$ cat config.mk
export PLATFORM = sky130hd
export DESIGN_NAME = top_n_score_insert
export DESIGN_NICKNAME = d
export VERILOG_FILES = /design/src/sv/tnsi_pkg.sv /design/src/sv/tnsi_cell.sv /design/src/sv/top_n_score_insert.sv
export SDC_FILE = /design/constraint.sdc
export NUM_CORES = 2
export LEC_CHECK = 0
export BUFFER_PORTS_ARGS = -buffer_cell sky130_fd_sc_hd__buf_2
export CORE_ASPECT_RATIO = 1.25
export CORE_UTILIZATION = 55
export CTS_CLUSTER_SIZE = 20
export DETAILED_ROUTE_END_ITERATION = 7
export GPL_ROUTABILITY_DRIVEN = 0
export HOLD_SLACK_MARGIN = 0.1
export PLACE_DENSITY_LB_ADDON = 0.08
export SLEW_MARGIN = 10
export SYNTH_ARGS = -nofsm -noshare
export SYNTH_HDL_FRONTEND = slang
export SYNTH_SLANG_ARGS = --single-unit
$ cat constraint.sdc
create_clock -name i_clk -period 7.7 [get_ports i_clk]
set_input_delay 0.77 -clock i_clk [delete_from_list [all_inputs] [get_ports i_clk]]
set_output_delay 0.77 -clock i_clk [all_outputs]
set_load 0.01 [all_outputs]
$ cat src/sv/tnsi_pkg.sv
// types, codes and constants of the top-n score table
// no dependencies
`default_nettype none

package tnsi_pkg;

    localparam int TABLE_DEPTH_DEF = 8;
    localparam int SCORE_W         = 32;
    localparam int SLOT_W          = 3;
    localparam int RANK_W          = 3;
    localparam int CMD_W           = 2;
    localparam int SCORE_BASE      = 500;
    localparam int SCORE_STEP      = 100;

    typedef enum logic [CMD_W-1:0] {
        CMD_INSERT = 2'd0,
        CMD_READ   = 2'd1,
        CMD_LOAD   = 2'd2
    } t_cmd;

    typedef enum logic {
        ST_IDLE,
        ST_SORT
    } t_state;

    typedef struct packed {
        logic [CMD_W-1:0]          command;
        logic signed [SCORE_W-1:0] score;
        logic [SLOT_W-1:0]         slot;
    } t_in;

    typedef struct packed {
        logic                      accepted;
        logic [RANK_W-1:0]         rank;
        logic signed [SCORE_W-1:0] slot_value;
    } t_out;

    typedef struct packed {
        logic                      wr_en;
        logic signed [SCORE_W-1:0] wr_val;
        logic                      sort_en;
        logic                      phase;
    } t_cell_ctl;

endpackage

`default_nettype wire

$ cat src/sv/tnsi_cell.sv
// one table cell: holds one score, compare-exchange with a neighbor
// depends on tnsi_pkg
`default_nettype none

module tnsi_cell #(
    parameter int TABLE_DEPTH = tnsi_pkg::TABLE_DEPTH_DEF,
    parameter int IDX         = 0
) (
    input  wire                                       i_clk,
    input  wire                                       i_rst_n,
    input  wire tnsi_pkg::t_cell_ctl                  i_ctl,
    input  wire logic signed [tnsi_pkg::SCORE_W-1:0]  i_left,
    input  wire logic signed [tnsi_pkg::SCORE_W-1:0]  i_right,
    output logic signed [tnsi_pkg::SCORE_W-1:0]       o_value
);

    localparam logic signed [tnsi_pkg::SCORE_W-1:0] RESET_VAL =
        tnsi_pkg::SCORE_W'(tnsi_pkg::SCORE_BASE
                           + tnsi_pkg::SCORE_STEP * (TABLE_DEPTH - 1 - IDX));
    localparam logic PAR       = 1'(IDX % 2);
    localparam bit   HAS_RIGHT = (IDX < TABLE_DEPTH - 1);
    localparam bit   HAS_LEFT  = (IDX > 0);

    logic signed [tnsi_pkg::SCORE_W-1:0] r_value;
    logic signed [tnsi_pkg::SCORE_W-1:0] n_value;

    always_comb begin
        n_value = r_value;
        if (i_ctl.wr_en) begin
            n_value = i_ctl.wr_val;
        end else if (i_ctl.sort_en) begin
            if (i_ctl.phase == PAR) begin
                // upper member of the pair keeps the larger value
                if (HAS_RIGHT && (i_right > r_value)) begin
                    n_value = i_right;
                end
            end else begin
                if (HAS_LEFT && (i_left < r_value)) begin
                    n_value = i_left;
                end
            end
        end
    end

    always_ff @(posedge i_clk) begin
        if (!i_rst_n) begin
            r_value <= RESET_VAL;
        end else begin
            r_value <= n_value;
        end
    end

    assign o_value = r_value;

endmodule

`default_nettype wire

$ cat src/sv/top_n_score_insert.sv
// top level of the top-n score table: command decode, sort sequencer, cell row
// depends on tnsi_pkg and tnsi_cell
`default_nettype none

// Keeps the TABLE_DEPTH best scores in descending order, slot 0 best.
// Input: a command (insert, read, load) with score and slot is taken at a
// rising edge where start is high and busy is low.
// Output: every command gives exactly one result, shown on o_out for one
// cycle while o_done is high; the receiver cannot hold it off.
// Read, load, unused codes and an insert that does not beat the last slot
// need no sorting: the result shows in the cycle after the transfer,
// busy stays low and a new command may follow in that very cycle.
// An insert that beats the last slot writes it into the last cell, then the
// cell row runs TABLE_DEPTH odd-even compare-exchange steps, one per cycle,
// while the rank counter adds one greater-than flag per step. busy is high
// while the steps run, and the result is registered at the end of the last step.
// Reset (synchronous, active low) loads each slot i with
// 500 + 100 * (TABLE_DEPTH - 1 - i) and returns the sequencer to idle.

module top_n_score_insert #(
    parameter int TABLE_DEPTH = tnsi_pkg::TABLE_DEPTH_DEF
) (
    input  wire                   i_clk,
    input  wire                   i_rst_n,
    input  wire                   start,
    input  wire tnsi_pkg::t_in    i_in,
    output logic                  busy,
    output logic                  o_done,
    output tnsi_pkg::t_out        o_out
);

    localparam int STEP_W = (TABLE_DEPTH > 1) ? $clog2(TABLE_DEPTH) : 1;
    localparam logic [STEP_W-1:0]          LAST_STEP = STEP_W'(TABLE_DEPTH - 1);
    localparam logic [tnsi_pkg::RANK_W-1:0] RANK_MAX = '1;

    tnsi_pkg::t_state r_state;
    tnsi_pkg::t_state n_state;
    logic [STEP_W-1:0]           r_step;
    logic [STEP_W-1:0]           n_step;
    logic [tnsi_pkg::RANK_W-1:0] r_rank;
    logic [tnsi_pkg::RANK_W-1:0] n_rank;
    logic [tnsi_pkg::RANK_W-1:0] rank_next;
    logic [TABLE_DEPTH-1:0]      r_gt;
    logic [TABLE_DEPTH-1:0]      n_gt;
    logic                        r_done;
    logic                        n_done;
    tnsi_pkg::t_out              r_out;
    tnsi_pkg::t_out              n_out;

    logic [TABLE_DEPTH-1:0]                  wr_vec;
    logic signed [tnsi_pkg::SCORE_W-1:0]     w_value [TABLE_DEPTH];
    tnsi_pkg::t_cell_ctl                     w_ctl   [TABLE_DEPTH];

    // cell row
    for (genvar g = 0; g < TABLE_DEPTH; g++) begin : g_cell
        logic signed [tnsi_pkg::SCORE_W-1:0] w_left;
        logic signed [tnsi_pkg::SCORE_W-1:0] w_right;

        if (g == 0) begin : g_first
            assign w_left = w_value[g];
        end else begin : g_mid_l
            assign w_left = w_value[g-1];
        end
        if (g == TABLE_DEPTH - 1) begin : g_last
            assign w_right = w_value[g];
        end else begin : g_mid_r
            assign w_right = w_value[g+1];
        end

        assign w_ctl[g].wr_en   = wr_vec[g];
        assign w_ctl[g].wr_val  = i_in.score;
        assign w_ctl[g].sort_en = (r_state == tnsi_pkg::ST_SORT);
        assign w_ctl[g].phase   = r_step[0];

        tnsi_cell #(
            .TABLE_DEPTH (TABLE_DEPTH),
            .IDX         (g)
        ) u_cell (
            .i_clk   (i_clk),
            .i_rst_n (i_rst_n),
            .i_ctl   (w_ctl[g]),
            .i_left  (w_left),
            .i_right (w_right),
            .o_value (w_value[g])
        );
    end

    // saturating rank count
    assign rank_next = (r_rank == RANK_MAX) ? r_rank
                     : r_rank + tnsi_pkg::RANK_W'(r_gt[r_step]);

    always_comb begin
        n_state = r_state;
        n_step  = r_step;
        n_rank  = r_rank;
        n_gt    = r_gt;
        n_done  = 1'b0;
        n_out   = r_out;
        wr_vec  = '0;
        case (r_state)
            tnsi_pkg::ST_IDLE: begin
                if (start) begin
                    n_done = 1'b1;
                    n_out  = '0;
                    case (tnsi_pkg::t_cmd'(i_in.command))
                        tnsi_pkg::CMD_INSERT: begin
                            if (i_in.score > w_value[TABLE_DEPTH-1]) begin
                                n_done                = 1'b0;
                                wr_vec[TABLE_DEPTH-1] = 1'b1;
                                for (int i = 0; i < TABLE_DEPTH - 1; i++) begin
                                    n_gt[i] = (w_value[i] > i_in.score);
                                end
                                n_gt[TABLE_DEPTH-1] = 1'b0;
                                n_step  = '0;
                                n_rank  = '0;
                                n_state = tnsi_pkg::ST_SORT;
                            end
                        end
                        tnsi_pkg::CMD_READ: begin
                            for (int i = 0; i < TABLE_DEPTH; i++) begin
                                if (int'(i_in.slot) == i) begin
                                    n_out.slot_value = w_value[i];
                                end
                            end
                        end
                        tnsi_pkg::CMD_LOAD: begin
                            for (int i = 0; i < TABLE_DEPTH; i++) begin
                                if (int'(i_in.slot) == i) begin
                                    wr_vec[i] = 1'b1;
                                end
                            end
                        end
                        default: begin
                            n_out = '0;
                        end
                    endcase
                end
            end
            tnsi_pkg::ST_SORT: begin
                n_rank = rank_next;
                n_step = r_step + 1'b1;
                if (r_step == LAST_STEP) begin
                    n_state        = tnsi_pkg::ST_IDLE;
                    n_done         = 1'b1;
                    n_out          = '0;
                    n_out.accepted = 1'b1;
                    n_out.rank     = rank_next;
                end
            end
            default: begin
                n_state = tnsi_pkg::ST_IDLE;
            end
        endcase
    end

    always_ff @(posedge i_clk) begin
        if (!i_rst_n) begin
            r_state <= tnsi_pkg::ST_IDLE;
            r_done  <= 1'b0;
        end else begin
            r_state <= n_state;
            r_done  <= n_done;
        end
    end

    always_ff @(posedge i_clk) begin
        r_step <= n_step;
        r_rank <= n_rank;
        r_gt   <= n_gt;
        r_out  <= n_out;
    end

    assign busy   = (r_state == tnsi_pkg::ST_SORT);
    assign o_done = r_done;
    assign o_out  = r_out;

endmodule

`default_nettype wire

* Word-level counts from Yosys, hierarchy flattened
Index checks and enable logic that the tools add are counted.
Storage, ports and cells: register bits after elaboration 307, logic and storage cells 174, output and inout port bits 38, input port bits 40
Cells by class: reductions and logical operators 29, mux-type cells 80, add/sub/neg operators 2, bitwise logic cells 1, magnitude comparators 23, equal/unequal tests 23
Operators by type and width (number):
- two-way mux 32 bit | 47
- > comparator 32 bit | 15
- < comparator 32 bit | 7
- two-way mux 36 bit | 2
- one-hot mux 36 bit (2 select lines) | 1
- AND reduction 3 bit | 9
- nonzero test 2 bit | 10
- == test 3 bit (second input constant) | 6
- != test 3 x 1 -> 1 bit (second input constant) | 6
- nonzero test 3 bit | 6
- two-way mux 1 bit | 17
- two-way mux 8 bit | 2
- two-way mux 3 bit | 4
- one-hot mux 3 bit (2 select lines) | 2
- != test 2 x 1 -> 1 bit (second input constant) | 4
- two-way mux 7 bit | 1
- == test 3 x 2 -> 1 bit (second input constant) | 2
- one-hot mux 1 bit (2 select lines) | 3
- < comparator 3 x 4 -> 1 bit (second input constant) | 1
- != test 2 bit (second input constant) | 2
- AND reduction 4 bit | 1
- adder 3 x 1 -> 3 bit | 1
- adder 3 x 1 -> 3 bit (second input constant) | 1
- binary-select mux 1 bit (select 3 bit) | 1
- 7 further kinds | 7

* Depth between registers and ports, before layout
word-level depth 12, gate-level depth with buffers 13, depth with buffers taken out 11

* Cells and area by module
A second synthesis with hierarchy kept.
Unflattened totals: cells, all modules 4422, area total of the unflattened synthesis 35650.4 sq um
Modules (own cells, without submodules):
- top_n_score_insert | seq. area each 1511.4 sq um, times used 1, cells each 1134, area each 9806.9 sq um
- tnsi_cell (g_cell[1].u_cell ...) | seq. area each 640.6 sq um, times used 2, cells each 443, area each 3423.3 sq um
- tnsi_cell (g_cell[4].u_cell) | seq. area each 640.6 sq um, times used 1, cells each 445, area each 3469.6 sq um
- tnsi_cell (g_cell[2].u_cell) | seq. area each 640.6 sq um, times used 1, cells each 444, area each 3457.1 sq um
- tnsi_cell (g_cell[6].u_cell) | seq. area each 640.6 sq um, times used 1, cells each 446, area each 3449.6 sq um
- tnsi_cell (g_cell[5].u_cell) | seq. area each 640.6 sq um, times used 1, cells each 441, area each 3430.8 sq um
- tnsi_cell (g_cell[0].u_cell) | seq. area each 640.6 sq um, times used 1, cells each 318, area each 2632.5 sq um
- tnsi_cell (g_cell[7].u_cell) | seq. area each 640.6 sq um, times used 1, cells each 308, area each 2557.5 sq um

* Worst setup path before layout
OpenSTA, ideal clock, no wires.
path kind input-to-reg, start point input port i_in[20] in the netlist's numbering, end point register r_gt[2] (data pin), library setup time 255 ps, cell stages on the path 11, buffers on the path 0, arrival 2945 ps, path slack 4500 ps, data required time 7445 ps, path through inv_1 -> ha_1 -> a21o_1 -> a21o_1 -> a21o_1 -> a21o_1 -> a221o_1 -> a21o_1 -> a221o_1 -> nor3_1 -> and3b_1
Between the ends: word-level cells in the longest chain between the ends 1
RTL lines:
- start: declaration | RTL line top_n_score_insert.sv:26 | input wire tnsi_pkg::t_in i_in,
- > comparator 32 bit | RTL line top_n_score_insert.sv:111 | n_gt[i] = (w_value[i] > i_in.score);
- end signal: assignment | RTL line top_n_score_insert.sv:169 | r_gt <= n_gt;
- end: declaration | RTL line top_n_score_insert.sv:43 | logic [TABLE_DEPTH-1:0] r_gt;
Every way passes these cells. A chain may end at the register's enable or synchronous reset.

* Worst setup path after layout
start point register g_cell[3].u_cell.r_value, in the netlist g_cell[3].u_cell.o_value[17], end point register g_cell[4].u_cell.r_value, in the netlist g_cell[4].u_cell.o_value[16]
Between the ends: word-level cells in the longest chain between the ends 3
RTL lines:
- start: declaration | RTL line tnsi_cell.sv:24 | logic signed [tnsi_pkg::SCORE_W-1:0] r_value;
- start signal: assignment | RTL line tnsi_cell.sv:49 | r_value <= n_value;
- < comparator 32 bit | RTL line tnsi_cell.sv:38 | if (HAS_LEFT && (i_left < r_value)) begin
- != test 3 x 1 -> 1 bit (no line)
- AND reduction 3 bit (no line)
- end signal: assignment | RTL line tnsi_cell.sv:49
- end: declaration | RTL line tnsi_cell.sv:24
Every way passes these cells.

==> reports/qor.yml <==
rsz0062_at_grt: "false"
cts_buffer_depth: 3
crit_family: "simple AND/OR/NAND/NOR gates"
final_util: 0.598
area_growth_pct: 7.16
path_class: "reg -> reg"
r2r_slack_ns: 2.53
placed_area_sq_um: 29100
setup_viol: 0
synth_compound_area_frac: 0.250
synth.top_cells.by_area: "ha_1 (21%), dfxtp_1 (18%), edfxtp_1 (5.2%)"
cts_hold_buffers: 0
yosysMostFrequentCell: "ha_1"
antenna_found_initial: 7
arrival_ns: 5.67
crit_chain: "inv_1 > ha_1 > nand4_1 > nor4_1 > nor2_1 > a31oi_1 > mux2_2 > nand3_2 > a21bo_2 > buf_4 > a22oi_1 > o22ai_1"
grt_pass1_wl_mm: 190
avgViaCountPerCell: 7.32
synth_fp_nets: 3936
synth_top_cell_by_area: "ha_1"
ys_seq_area_frac: 0.235
die_h_microns: 256
cp_data_required_time_ns: 8.20
worst_setup_path_start_kind: "flop"
grt-ovfl-total: 0
cts-resized-gates: 0
synth_cell_type_count: 77
violations: "design-rule violations, max-capacitance violations, max-slew violations"
dp_hpwl_mm: 91.3
postRouteAntennaNets: 0
drt-initial-drc-count: 4269
synth_top_family_by_area: "compound AO/OA/AOI/OAI gates"
drive_gt1_frac: 0.0892
clk_pin_slew_ns: 0.06
wirelength_mm: 129
start_util: 0.558
cts_buffers: 38
worst_slew_pin_slew_ns: 1.56
pin_count: 78
postSynth.asyncResetShare: 0
slowest_stage: "mux2_2"
clkSinkCount: 307
htree_levels: 2
finalCriticalPeriod_ns: 5.17
synth_edf_count: 49
powerDensity_nw_per_um2: 173
fmax_ghz: 0.194
grt_pass1_vias: 28600
firstDrtPassIters: 8
finalHoldViolCount: 0
portBuffers: 77
p_leak_nw: 13.3
synth_simple_gate_area_frac: 0.148
synth_top_area_frac: 0.213
synthXorXnorAreaFrac: 0
synthTopCellsByCount: "ha_1 (481), nand2_1 (298), inv_1 (274)"
final_nets: 3899
final_area_sq_um: 30300
status: "finished with violations"
grtUsageTotal: 0.489
synth-seq-cells: 307
root_buffer: "clkbuf_16"
synthMuxAreaShare: 0.0866
vias: 29800
netlist_instances: 3415
crit_fanout: 48
rows: 92
setup_tns_ns: 0
synth_flop_cell: "dfxtp_1"
syn_area_sq_um: 28300
postCtsSetupBuffers: 0
synth-warning-count: 0
cts_tree: "done"
clk_latency_ns: 0.60
fp.dieArea_sq_um: 52300
post-route-period-util: 0.671
finalMaxSlewViolations: 2
core_sq_um: 50600
cpPeakStageDelay_ns: 0.82
slew-limit-headroom: -0.0677
drv_cap: 1
die_x_microns: 205
grt_max_degree: 156
drc: 9
fin_skew_ns: 0.0342
hold_path_class: "in -> reg"
synth-adder-area-share: 0.213
max-vdd-ir-drop_v: 0.000192
worstSetupEndpointType: "flop"
path_buf_inv: 2
avgRoutedWirePerCell_microns: 31.7
synth.avg_cell_area_sq_um: 8.28
power breakdown:
part	switching, mW	internal (mW)	leakage [nW]
Combinational	1.06	0.522	10.2
Clock	0.824	0.990	0.572
Sequential	0.138	1.71	2.58
Total	2.02	3.23	13.3
final timing paths:
kind | end | from | cells after the start
worst max register to register | g_cell[4].u_cell.o_value[16] | g_cell[3].u_cell.o_value[17] | 12
worst max-delay path | g_cell[4].u_cell.o_value[16] | g_cell[3].u_cell.o_value[17] | 12
worst min-delay path | g_cell[3].u_cell.o_value[18] | i_in[21] | 3
worst min register to register | g_cell[7].u_cell.o_value[20] | g_cell[7].u_cell.o_value[20] | 2
worst min-delay path, stage by stage:
cell and delay [ns]:
buf_2 0.16, nand2_1 0.06, o21ai_0 0.07
cell usage in the layout (no fill, tap or decap), drive strengths merged, types with 36 or more instances in the layout:
master / netlist / routed
and3: 40 / 40
ha: 481 / 481
a21o: 107 / 107
a21oi: 189 / 189
mux2i: 124 / 124
o21ai: 260 / 260
inv: 274 / 274
mux2: 43 / 43
edfxtp: 49 / 49
nand2: 298 / 298
o2111ai: 37 / 37
buf: 52 / 127
clkbuf: 152 / 50
nand4: 97 / 97
a22oi: 50 / 50
nor2: 158 / 158
o221ai: 36 / 36
o22ai: 104 / 104
nand3: 141 / 141
o211ai: 45 / 45
dfxtp: 258 / 258
nor3: 43 / 43
logic make-up after synthesis:
| group | Yosys count |
|---|---|
| adder cells (fa/ha/maj) | 481 |
| AND/OR/NAND/NOR | 880 |
| AO/OA/AOI/OAI | 1070 |
| flip-flops | 307 |
| buffers and inverters | 478 |
| multiplexers | 199 |
state kept, by name, indices dropped and copies added, names as in the netlist:
name / cells
busy: 1
g_cell.u_cell.o_value: 256
o_done: 1
o_out: 36
r_gt: 7
r_rank: 3
r_step: 3
per-stage QoR:
stage | cells | total power, mW | worst slack (ns) | hold slack, ns
floorplan | 3415 | 2.77 | 4.50 | 0.485
global placement | 3996 | 3.33 | 2.79 | 0.530
detailed placement | 3996 | 3.36 | 2.81 | 0.531
CTS | 4065 | 5.14 | 2.80 | 0.499
global route | 4065 | 5.38 | 2.50 | 0.518
finish | 4068 | 5.25 | 2.53 | 0.507
metal layers:
layer  track usage  part of all wire
met1         0.583              0.34
met2         0.697              0.41
met3         0.143              0.13
met4         0.455              0.12
met5             0                 0
cell type report:
class | instances | area, sq um
Multi-Input combinational cell | 2630 | 19800
Inverter | 274 | 1030
Tap cell | 658 | 823
Sequential cell | 307 | 6640
Timing Repair Buffer | 127 | 798
Clock buffer | 50 | 1040
Antenna cell | 3 | 7.51
Clock inverter | 19 | 146
Fill cell | 4565 | 20300
Power figures use the tool's default switching activity.
